===== src/hdl/ihwl_pkg.sv =====
// Shared types, codes and the hex digit helper function of the hex word loader.
package ihwl_pkg;

    localparam logic [7:0] CHAR_COLON  = 8'h3A;
    localparam logic [7:0] CHAR_UPPER_F = 8'h46;

    localparam logic [7:0] REC_DATA    = 8'h00;
    localparam logic [7:0] REC_EOF     = 8'h01;
    localparam logic [7:0] REC_EXT_LIN = 8'h04;

    typedef enum logic [2:0] {
        KIND_WRITE     = 3'd0,
        KIND_OK        = 3'd1,
        KIND_DONE      = 3'd2,
        KIND_CSUM_ERR  = 3'd3,
        KIND_INVALID   = 3'd4,
        KIND_BAD_DIGIT = 3'd5
    } kind_t;

    typedef struct packed {
        kind_t       kind;
        logic [31:0] word_address;
        logic [15:0] word_data;
        logic        odd_byte;
    } result_t;

    // Returns the digit value in the low four bits, or bit 4 set for a non-hex character.
    function automatic logic [4:0] hex_value(input logic [7:0] c);
        logic [4:0] val;
        if (c inside {[8'h30:8'h39]}) begin
            val = {1'b0, c[3:0]};
        end else if (c inside {[8'h61:8'h66]}) begin
            val = {1'b0, 4'(c - 8'h57)};
        end else if (c inside {[8'h41:8'h46]}) begin
            val = {1'b0, 4'(c - 8'h37)};
        end else begin
            val = 5'h10;
        end
        return val;
    endfunction

endpackage


===== src/hdl/ihwl_parser.sv =====
// Record parser: parse state registers and the per-character update logic.
module ihwl_parser import ihwl_pkg::*; (
    input  logic       aclk,
    input  logic       aresetn,
    input  logic       in_valid,
    input  logic       command,
    input  logic [7:0] character,
    input  logic       source_mode,
    output logic       res_valid,
    output result_t    res
);

    typedef enum logic [2:0] {
        PH_HUNT = 3'd0,
        PH_LEN  = 3'd1,
        PH_ADDR = 3'd2,
        PH_TYPE = 3'd3,
        PH_DATA = 3'd4,
        PH_CSUM = 3'd5
    } phase_t;

    phase_t      phase_reg, phase_next;
    logic [1:0]  nib_reg, nib_next;
    logic [15:0] acc_reg, acc_next;
    logic [7:0]  left_reg, left_next;
    logic [7:0]  rtype_reg, rtype_next;
    logic [31:0] addr_reg, addr_next;
    logic [7:0]  sum_reg, sum_next;
    logic        finished_reg, finished_next;

    logic [4:0]  digit;
    logic        wide;
    logic        need4;
    logic        field_done;
    logic [15:0] acc_new;

    always_comb begin
        phase_next    = phase_reg;
        nib_next      = nib_reg;
        acc_next      = acc_reg;
        left_next     = left_reg;
        rtype_next    = rtype_reg;
        addr_next     = addr_reg;
        sum_next      = sum_reg;
        finished_next = finished_reg;
        res_valid     = 1'b0;
        res           = '0;
        res.kind      = KIND_WRITE;

        digit      = hex_value(character);
        wide       = (phase_reg == PH_DATA) && (rtype_reg == REC_DATA ||
                     rtype_reg == REC_EXT_LIN) && (left_reg >= 8'd2);
        need4      = (phase_reg == PH_ADDR) || wide;
        field_done = need4 ? (nib_reg == 2'd3) : (nib_reg != 2'd0);
        acc_new    = {acc_reg[11:0], digit[3:0]};

        if (in_valid) begin
            if (command) begin
                phase_next    = PH_HUNT;
                nib_next      = '0;
                acc_next      = '0;
                left_next     = '0;
                rtype_next    = '0;
                addr_next     = '0;
                sum_next      = '0;
                finished_next = 1'b0;
            end else if (!finished_reg) begin
                if (phase_reg == PH_HUNT) begin
                    if (character == CHAR_COLON) begin
                        phase_next = PH_LEN;
                        nib_next   = '0;
                        acc_next   = '0;
                        sum_next   = '0;
                    end else if (source_mode && character == CHAR_UPPER_F) begin
                        finished_next = 1'b1;
                        res_valid     = 1'b1;
                        res.kind      = KIND_INVALID;
                    end
                end else if (digit[4]) begin
                    phase_next = PH_HUNT;
                    nib_next   = '0;
                    acc_next   = '0;
                    res_valid  = 1'b1;
                    res.kind   = KIND_BAD_DIGIT;
                end else if (!field_done) begin
                    nib_next = nib_reg + 2'd1;
                    acc_next = acc_new;
                end else begin
                    nib_next = '0;
                    acc_next = '0;
                    case (phase_reg)
                        PH_LEN: begin
                            left_next  = acc_new[7:0];
                            sum_next   = sum_reg + acc_new[7:0];
                            phase_next = PH_ADDR;
                        end
                        PH_ADDR: begin
                            addr_next  = {addr_reg[31:16], acc_new};
                            sum_next   = sum_reg + acc_new[15:8] + acc_new[7:0];
                            phase_next = PH_TYPE;
                        end
                        PH_TYPE: begin
                            rtype_next = acc_new[7:0];
                            sum_next   = sum_reg + acc_new[7:0];
                            phase_next = (left_reg != 8'd0) ? PH_DATA : PH_CSUM;
                        end
                        PH_DATA: begin
                            if (wide) begin
                                sum_next  = sum_reg + acc_new[15:8] + acc_new[7:0];
                                left_next = left_reg - 8'd2;
                                if (rtype_reg == REC_DATA) begin
                                    res_valid        = 1'b1;
                                    res.kind         = KIND_WRITE;
                                    res.word_address = addr_reg;
                                    res.word_data    = acc_new;
                                    addr_next        = addr_reg + 32'd1;
                                end else begin
                                    addr_next = {acc_new, addr_reg[15:0]};
                                end
                            end else begin
                                sum_next  = sum_reg + acc_new[7:0];
                                left_next = left_reg - 8'd1;
                                if (rtype_reg == REC_DATA) begin
                                    res_valid        = 1'b1;
                                    res.kind         = KIND_WRITE;
                                    res.word_address = addr_reg;
                                    res.word_data    = {8'h00, acc_new[7:0]};
                                    res.odd_byte     = 1'b1;
                                    addr_next        = addr_reg + 32'd1;
                                end
                            end
                            if (left_next == 8'd0) begin
                                phase_next = PH_CSUM;
                            end
                        end
                        PH_CSUM: begin
                            res_valid = 1'b1;
                            if (acc_new[7:0] != (8'd0 - sum_reg)) begin
                                finished_next = 1'b1;
                                res.kind      = KIND_CSUM_ERR;
                            end else if (rtype_reg == REC_EOF) begin
                                finished_next = 1'b1;
                                res.kind      = KIND_DONE;
                            end else begin
                                phase_next = PH_HUNT;
                                res.kind   = KIND_OK;
                            end
                        end
                        default: begin
                            phase_next = PH_HUNT;
                        end
                    endcase
                end
            end
        end
    end

    always_ff @(posedge aclk) begin
        if (!aresetn) begin
            phase_reg    <= PH_HUNT;
            nib_reg      <= '0;
            acc_reg      <= '0;
            left_reg     <= '0;
            rtype_reg    <= '0;
            addr_reg     <= '0;
            sum_reg      <= '0;
            finished_reg <= 1'b0;
        end else begin
            phase_reg    <= phase_next;
            nib_reg      <= nib_next;
            acc_reg      <= acc_next;
            left_reg     <= left_next;
            rtype_reg    <= rtype_next;
            addr_reg     <= addr_next;
            sum_reg      <= sum_next;
            finished_reg <= finished_next;
        end
    end

`ifndef SYNTHESIS
    a_res_needs_request: assert property (@(posedge aclk) disable iff (!aresetn)
        res_valid |-> (in_valid && !command))
        else $error("parser result without an accepted character");

    a_terminal_sets_finished: assert property (@(posedge aclk) disable iff (!aresetn)
        (res_valid && (res.kind == KIND_DONE || res.kind == KIND_CSUM_ERR ||
         res.kind == KIND_INVALID)) |=> finished_reg)
        else $error("terminal result did not stop the load");

    a_status_payload_zero: assert property (@(posedge aclk) disable iff (!aresetn)
        (res_valid && res.kind != KIND_WRITE) |->
        (res.word_address == 32'd0 && res.word_data == 16'd0 && !res.odd_byte))
        else $error("status result carries a nonzero payload");

    a_restart_clears: assert property (@(posedge aclk) disable iff (!aresetn)
        (in_valid && command) |=> (phase_reg == PH_HUNT && !finished_reg &&
         addr_reg == 32'd0))
        else $error("restart did not clear the parse state");

    a_finished_silent: assert property (@(posedge aclk) disable iff (!aresetn)
        finished_reg |-> !res_valid)
        else $error("result produced after the load finished");
`endif

endmodule


===== src/hdl/ihwl_out_reg.sv =====
// Result register that holds one result item until the downstream side takes it.
module ihwl_out_reg import ihwl_pkg::*; (
    input  logic    aclk,
    input  logic    aresetn,
    input  logic    load,
    input  result_t load_data,
    output logic    free,
    output logic    out_valid,
    input  logic    out_ready,
    output result_t out_data
);

    logic    valid_reg;
    result_t data_reg;

    // A new result may be loaded when the register is empty or drains this cycle.
    assign free      = !valid_reg || out_ready;
    assign out_valid = valid_reg;
    assign out_data  = data_reg;

    always_ff @(posedge aclk) begin
        if (!aresetn) begin
            valid_reg <= 1'b0;
        end else if (free) begin
            valid_reg <= load;
        end
    end

    always_ff @(posedge aclk) begin
        if (free && load) begin
            data_reg <= load_data;
        end
    end

endmodule


===== src/hdl/intel_hex_word_loader_unit.sv =====
// Top level of the Intel HEX word loader: stream ports, mode register and result register.
//
// The loader takes Intel HEX text one character per request on the s_ stream
// and sends word writes and status events on the m_ stream. Each character is
// accepted on a handshake and updates the parse state directly; any result
// it causes lands in a one-entry result register and appears on the m_ side
// the next cycle. Input is taken every cycle, one character per clock, for as
// long as the result register is empty or being drained in the same cycle, so
// the sustained rate is one character per cycle and only downstream stalls
// slow it. A restart request (s_tuser set) clears all parse state, including
// the load address and the finished flag, without producing a result. After a
// checksum error, an invalid image or the end-of-file record, characters are
// dropped silently until a restart. Word writes are issued as data arrives,
// before the record checksum is known, so a consumer should treat the load as
// good only after a load-done event. The source mode register is written on
// its own channel, which is always ready; write it only while the loader is
// idle. Mode 1 (stored image) fails the load on an 'F' seen between records.
module intel_hex_word_loader_unit import ihwl_pkg::*; (
    input  logic        aclk,
    input  logic        aresetn,

    // Configuration write channel: the source mode bit.
    input  logic        cfg_valid,
    output logic        cfg_ready,
    input  logic        cfg_data,

    // Character stream.
    input  logic        s_tvalid,
    output logic        s_tready,
    input  logic [7:0]  s_tdata,   // [7:0] character
    input  logic        s_tuser,   // [0] command: 0 character, 1 restart

    // Result stream.
    output logic        m_tvalid,
    input  logic        m_tready,
    output logic [55:0] m_tdata,   // [31:0] word_address, [47:32] word_data,
                                   // [48] odd_byte, [55:49] zero
    output logic [2:0]  m_tuser    // [2:0] kind
);

    logic    source_mode_reg;
    logic    s_accept;
    logic    res_valid;
    result_t res;
    logic    out_free;
    result_t out_data;

    // The mode register never stalls a write.
    assign cfg_ready = 1'b1;

    always_ff @(posedge aclk) begin
        if (!aresetn) begin
            source_mode_reg <= 1'b0;
        end else if (cfg_valid) begin
            source_mode_reg <= cfg_data;
        end
    end

    // Every character may cause a result, so a character is taken only when
    // the result register can hold one.
    assign s_tready = out_free;
    assign s_accept = s_tvalid && s_tready;

    ihwl_parser u_parser (
        .aclk        (aclk),
        .aresetn     (aresetn),
        .in_valid    (s_accept),
        .command     (s_tuser),
        .character   (s_tdata),
        .source_mode (source_mode_reg),
        .res_valid   (res_valid),
        .res         (res)
    );

    ihwl_out_reg u_out_reg (
        .aclk      (aclk),
        .aresetn   (aresetn),
        .load      (res_valid),
        .load_data (res),
        .free      (out_free),
        .out_valid (m_tvalid),
        .out_ready (m_tready),
        .out_data  (out_data)
    );

    assign m_tdata = {7'd0, out_data.odd_byte, out_data.word_data, out_data.word_address};
    assign m_tuser = out_data.kind;

endmodule

===== config.mk =====
export PLATFORM = sky130hd
export DESIGN_NAME = intel_hex_word_loader_unit
export DESIGN_NICKNAME = d
export VERILOG_FILES = /design/src/hdl/ihwl_pkg.sv /design/src/hdl/ihwl_parser.sv /design/src/hdl/ihwl_out_reg.sv /design/src/hdl/intel_hex_word_loader_unit.sv
export SDC_FILE = /design/constraint.sdc
export NUM_CORES = 1
export LEC_CHECK = 0
export BUFFER_PORTS_ARGS = -buffer_cell sky130_fd_sc_hd__buf_4
export CAP_MARGIN = 20
export CORE_MARGIN = 4
export CORE_UTILIZATION = 35
export CTS_CLUSTER_SIZE = 28
export DETAILED_ROUTE_END_ITERATION = 6
export GPL_TIMING_DRIVEN = 0
export RECOVER_POWER = 25
export SKIP_CTS_REPAIR_TIMING = 1
export SLEW_MARGIN = 40
export SYNTH_ARGS = -nofsm -noshare
export SYNTH_HDL_FRONTEND = slang
export SYNTH_SLANG_ARGS = --single-unit

===== constraint.sdc =====
create_clock -name aclk -period 7.2 [get_ports aclk]
set_input_delay 0.36 -clock aclk [delete_from_list [all_inputs] [get_ports aclk]]
set_output_delay 0.36 -clock aclk [all_outputs]
set_load 0.05 [all_outputs]

## Word-level counts from Yosys, hierarchy flattened

Cells that the tools add are included.

- Register bits: 128
- Input bits: 15
- Output and inout port bits: 62
- Logic and storage cells: 188

- Add/subtract/negate cells: 10
- Magnitude comparators: 7
- Eq/ne operators: 21
- Mux-type cells: 95
- Bitwise logic cells: 3
- Reduce and logical (&&, ||, !) cells: 37

Operator list:

| kind | count |
|---|---|
| 2-to-1 mux 32 bit | 8 |
| 2-to-1 mux 8 bit | 26 |
| 2-to-1 mux 49 bit | 2 |
| 2-to-1 mux 48 bit | 2 |
| 2-to-1 mux 12 bit | 6 |
| one-hot mux 32 bit (2 select lines) | 1 |
| 2-to-1 mux 52 bit | 1 |
| 2-to-1 mux 3 bit | 13 |
| adder 32 x 1 -> 32 bit (second input constant) | 1 |
| adder 8 bit | 3 |
| one-hot mux 8 bit (3 select lines) | 1 |
| 2-to-1 mux 1 bit | 20 |
| AND reduction 6 bit | 3 |
| >= comparator 8 x 7 -> 1 bit (second input constant) | 2 |
| less-or-equal comparator 8 x 7 -> 1 bit (second input constant) | 2 |
| logical NOT 8 bit | 2 |
| 2-to-1 mux 2 bit | 8 |
| one-hot mux 8 bit (2 select lines) | 1 |
| 2-to-1 mux 5 bit | 3 |
| one-hot mux 3 bit (5 select lines) | 1 |
| AND reduction 7 bit | 2 |
| nonzero test 3 bit | 4 |
| inequality test 5 x 3 -> 1 bit (second input constant) | 2 |
| inequality test 3 bit (second input constant) | 3 |
| 36 further kinds | 56 |

## Longest topological paths before layout

- Word-level depth: 20
- Mapped depth: 21
- Depth with buffers taken out: 21

## Modules after synthesis

From an unflattened synthesis, not the netlist that was laid out.

- Cell total of the unflattened synthesis: 889
- Area, all modules: 7736.2 sq um

By module, submodules not included:

| module | instances | cells each | area an instance (sq um) | sequential area each (sq um) |
|---|---|---|---|---|
| ihwl_parser | 1 | 818 | 6007.0 | 1481.4 |
| ihwl_out_reg | 1 | 57 | 1619.1 | 1581.5 |
| intel_hex_word_loader_unit | 1 | 14 | 110.1 | 20.0 |

## Worst setup path after synthesis

Ideal clock, no wire load.

- Kind: flip-flop to flip-flop
- Start point: register u_parser.left_reg[4]
- End point: register u_out_reg.data_reg (netlist bit u_out_reg.out_data[0]) (enable)
- Setup time: 594 ps
- Arrival: 7212 ps
- Required time: 6606 ps
- Path slack: -606 ps
- Stages on the path, launching flop included: 10
- Buffers on the path: 1
- Clock period less this slack: 7806 ps
- Path through: dfxtp_1 > buf_6 > or4_4 > or3_4 > a21oi_2 > mux2i_4 > o21ai_0 > a21oi_1 > nor2_1 > nor4_1

- Cells in the longest elaborated chain, start to end: 11

RTL lines:

| what | RTL line | source |
|---|---|---|
| start, declared | ihwl_parser.sv:25 | `logic [7:0] left_reg, left_next;` |
| start signal, assigned | ihwl_parser.sv:172 | `left_reg <= left_next;` |
| >= comparator 8 x 2 -> 1 bit | ihwl_parser.sv:52 | `rtype_reg == REC_EXT_LIN) && (left_reg >= 8'd2);` |
| logical AND 1 bit | ihwl_parser.sv:52 |  |
| logical OR 1 bit | ihwl_parser.sv:53 | `need4 = (phase_reg == PH_ADDR) \|\| wide;` |
| 2-to-1 mux 1 bit | ihwl_parser.sv:54 | `field_done = need4 ? (nib_reg == 2'd3) : (nib_reg != 2'd0);` |
| 2-to-1 mux 1 bit | ihwl_parser.sv:85 | `end else if (!field_done) begin` |
| 2-to-1 mux 1 bit | ihwl_parser.sv:79 | `end else if (digit[4]) begin` |
| 2-to-1 mux 1 bit | ihwl_parser.sv:68 | `if (phase_reg == PH_HUNT) begin` |
| 2-to-1 mux 1 bit | ihwl_parser.sv:67 | `end else if (!finished_reg) begin` |
| 2-to-1 mux 1 bit | ihwl_parser.sv:58 | `if (command) begin` |
| 2-to-1 mux 1 bit | ihwl_parser.sv:57 | `if (in_valid) begin` |
| logical AND 1 bit | ihwl_out_reg.sv:30 | `if (free && load) begin` |
| end signal, assigned | ihwl_out_reg.sv:31 | `data_reg <= load_data;` |
| end, declared | ihwl_out_reg.sv:14 | `result_t data_reg;` |

No other way between the ends.
A chain may end at the register's enable or synchronous reset.

## Worst setup path in the final report

- Start point: input port s_tdata[3]
- End point: register u_parser.sum_reg[7]

- Cells in the longest elaborated chain, start to end: 13
- Elaborated cells between the ends (all ways): 27
- Classes of those cells: add/sub: 4; order compare: 6; eq/ne: 3; mux: 10; reduce/logical: 4

RTL lines:

| what | RTL line | source |
|---|---|---|
| start, declared | intel_hex_word_loader_unit.sv:30 | `input logic [7:0] s_tdata,` |
| >= comparator 8 x 7 -> 1 bit or less-or-equal comparator 8 x 7 -> 1 bit (tied branches) | ihwl_pkg.sv:34 | `end else if (c inside {[8'h41:8'h46]}) begin` |
| logical AND 1 bit | ihwl_pkg.sv:34 |  |
| 2-to-1 mux 5 bit | ihwl_pkg.sv:34 |  |
| 2-to-1 mux 5 bit | ihwl_pkg.sv:32 | `end else if (c inside {[8'h61:8'h66]}) begin` |
| 2-to-1 mux 5 bit | ihwl_pkg.sv:30 | `if (c inside {[8'h30:8'h39]}) begin` |
| adder 8 bit, on equally long branches | -- |  |
| 2-to-1 mux 8 bit | ihwl_parser.sv:108 | `if (wide) begin` |
| one-hot mux 8 bit (3 select lines) | ihwl_parser.sv:91 | `case (phase_reg)` |
| 2-to-1 mux 8 bit | ihwl_parser.sv:85 |  |
| 2-to-1 mux 8 bit | ihwl_parser.sv:79 |  |
| 2-to-1 mux 8 bit | ihwl_parser.sv:68 |  |
| 2-to-1 mux 8 bit | ihwl_parser.sv:67 |  |
| 2-to-1 mux 8 bit | ihwl_parser.sv:58 |  |
| end signal, assigned | ihwl_parser.sv:175 | `sum_reg <= sum_next;` |
| end, declared | ihwl_parser.sv:28 | `logic [7:0] sum_reg, sum_next;` |

Parallel ways exist; a longest one is shown, timed or not. The select of a mux whose other input is x is not followed.

==> out/qor.txt <==
status: complete, no violations
main combinational cell family by area after synthesis: simple AND/OR/NAND/NOR gates
CP Launch Point: s_tdata[3]
Final Cycle Share: 66.88%
maximum root-to-sink buffer count: 2
vias per cell: 5.581
Finish-stage setup viols: 0
DRT iter0 DRCs: 659
Post-DRT Antenna Nets: 0
total grt overflow: 0
max-cap violations: 0
Synth-to-Final Area Change: 16.44%
Synth Area per Inst: 8.790 µm²
largest net degree at the start of global routing: 17
pwr dens: 187.8 nW/µm²
Reg2Reg Depth: 14
Cells after Synth: 883
nets@finish: 1031
number of different library cells in the post-synthesis netlist: 85
Core Region: 21820 µm²
crit path to: u_parser.sum_reg[7]$_SDFFE_PN0P_
LEAKAGE: 3.361 nW
WL met3: 1485 µm
Fillers: 2228
Die Y: 156.9 µm
n_diodes: 0
multiplexer area fraction after synthesis: 1.370%
ys async rst share: 0%
Clock Skew: 11.50 ps
EDFF count, synth: 52
Worst-Margin Slew: 902.9 ps
dominant synthesized flop cell: dfxtp_1
Warnings, synthesis: 0
area of the mapped netlist: 7761 µm²
sw frac: 24.60%
r2r startpoint: u_parser.left_reg[4]$_SDFFE_PN0P_
Synth Area in Simple Gates: 23.26%
hold crit path type: in -> reg
post-synthesis sequential area ratio: 39.72%
Post-synth top cells: nand2_1, dfxtp_1, a21oi_1
met2 routed WL: 10940 µm
max frequency: 207.7 MHz
clk root buf: clkbuf_16
Seq pwr share: 44.6%
Critical Path RT: 7510 ps
RR Endpoint: u_out_reg.out_data[23]$_SDFFCE_PP0P_
critical path type: in -> reg
vias in the first global route: 6482
adder-cell share of the synthesized area: 6.481%
critical path capture point type: flop
first-pass GRT wire length: 36400 µm
Initial Util: 35.56%
Slew Limit Fails: 0
TritonRoute pass-1 iters: 5
DP HPWL: 17170 µm
clock share of power: 48.0%
Switch Pwr: 0.4174 mW
Clk Latency, worst-skew pair: 430 ps
WP data arrival: 5120 ps
startpoint types: input port
Top Metal Used: met4
drt drc: 0
Hold Slack: 175.4 ps
minimum clock period: 4815 ps
max_slew headroom: 38.09%
final instance area: 9037 µm²
Synth Area in Compound Gates: 19.96%
Metal-1 WL: 10700 µm
post-synth top area cell: edfxtp_1
gp weighted congestion: 0.9224
Max Fanout on Critical Path: 8
R2R Setup Slk: 2440 ps
max reg flops: 52
Num Clock Sinks: 128
fin util: 41.41%
Fin. Hold Viols: 0
DR WL/cell: 18.69 µm
Top Ports: 77
worst vdd ir: 0.1324 mV
Total Routing Usage GR: 19.10%
H-Tree Depth: 4
Worst-path clk slew: 60 ps
RSZ-0062 raised after global routing: no
area post-placement: 8711 µm²
Routed WL: 23830 µm
share of cells above drive strength 1: 8.945%
CTS Buf Count: 17
Yosys reg bits: 128
DIE AREA: 24620 µm²
count leader, synth: nand2_1
largest cells by area after synthesis: edfxtp_1, dfxtp_1, a21oi_1
P_int: 1.280 mW
Comb power frac: 7.4%
XOR/XNOR Fraction of Synth Area: 3.385%
Die W: 156.9 µm
PortBufs: 68
share of the synthesized area in the top cell type: 20.12%
Vias: 7116
initial antenna violation count: 0
CTS tree: built
row count: 54
==> cells by family (layout without fill, tap and decap cells) <==
kind of cell / after synthesis / count (layout)
multiplexers: 9 / 9
other: 2 / 8
XOR/XNOR: 30 / 30
adder cells (fa/ha/maj): 35 / 35
flip-flops: 128 / 128
AND/OR/NAND/NOR: 345 / 345
buffers and inverters: 105 / 211
AO/OA/AOI/OAI: 229 / 229
==> worst min path at each step <==
| stage | from | to | slack [ps] | depth (start not counted) |
|---|---|---|---|---|
| CTS | cfg_data | source_mode_reg$_SDFFE_PN0P_ | 180 | 3 |
| finish | cfg_data | source_mode_reg$_SDFFE_PN0P_ | 180 | 3 |
| global route | cfg_data | source_mode_reg$_SDFFE_PN0P_ | 190 | 3 |
| floorplan | u_parser.rtype_reg[4]$_SDFFE_PN0P_ | u_parser.rtype_reg[4]$_SDFFE_PN0P_ | 430 | 2 |
| global placement | u_parser.rtype_reg[6]$_SDFFE_PN0P_ | u_parser.rtype_reg[6]$_SDFFE_PN0P_ | 430 | 2 |
| detailed placement | u_parser.rtype_reg[6]$_SDFFE_PN0P_ | u_parser.rtype_reg[6]$_SDFFE_PN0P_ | 440 | 2 |
==> power by group through the flow <==
stage                     clock network [mW]  logic, mW  registers [mW]
after floorplan                            0     0.0786           0.778
after global placement                     0      0.123           0.773
after detailed placement                   0      0.126           0.772
after CTS                              0.822      0.126           0.757
after global routing                   0.861      0.136           0.757
final                                  0.814      0.126           0.757
==> metal layers <==
metal  vias up  global-route usage, %
met1      3403                  25.92
met3        44                  3.602
met2       271                  30.03
li1       3398                      -
met5         -                      0
met4         0                  7.893
==> per-stage QoR <==
stage / setup WS (ps) / TNS, ps / cells / total power [mW]
finish: 2385 / 0 / 1275 / 1.697
detailed placement: 2108 / 0 / 1243 / 0.8981
floorplan: 1574 / 0 / 889 / 0.8564
global route: 2201 / 0 / 1275 / 1.753
CTS: 2527 / 0 / 1275 / 1.705
global placement: -206.9 / -10270 / 1237 / 0.8962
==> worst max-delay path, cell delays in order <==
cell      delay, ps
buf_4           140
or4b_1          580
a21oi_1         140
and2_0          210
nor2_1          180
nor2b_1         710
inv_1           390
fa_1            580
inv_1            40
ha_1            320
nor2b_1         140
o21ai_0         160
nand2b_1        110
a21o_1          190
a21oi_1         170
xnor2_1          90
o21a_1          180
a21boi_0        130
a311o_1         280
==> placed cells by master, fill, tap and decap left out, types with 6 or more instances in the layout <==
| cell type | instances |
|---|---|
| nor3_1 | 33 |
| mux2i_1 | 6 |
| nor4_1 | 6 |
| a211o_1 | 6 |
| o21ai_0 | 30 |
| a221oi_1 | 6 |
| or3_1 | 17 |
| a21o_1 | 7 |
| nand3_1 | 16 |
| dfxtp_1 | 76 |
| inv_1 | 42 |
| nor2b_1 | 6 |
| clkbuf_1 | 104 |
| and4_1 | 6 |
| nand2_1 | 93 |
| buf_4 | 27 |
| conb_1 | 8 |
| nand4_1 | 9 |
| nor2_1 | 66 |
| fa_1 | 9 |
| xor2_1 | 14 |
| clkbuf_16 | 17 |
| ha_1 | 25 |
| o21a_1 | 7 |
| nand4b_1 | 6 |
| and3_1 | 15 |
| o22ai_1 | 11 |
| a21oi_1 | 74 |
| a22oi_1 | 23 |
| xnor2_1 | 16 |
| o211ai_1 | 8 |
| and2_1 | 38 |
| edfxtp_1 | 52 |
==> layout make-up <==
class                      instances  area, µm²  area share, %
clock inverter                    11      88.84         0.9830
multi-input combinational        656       4262          47.15
inverter                          43      161.4          1.786
clock buffer                      21      460.4          5.095
sequential                       128       3083          34.11
tap                              280      350.3          3.877
buffer                            62      282.8          3.129
timing repair buffer              74      349.1          3.863
(Power assumes the default switching activity.)
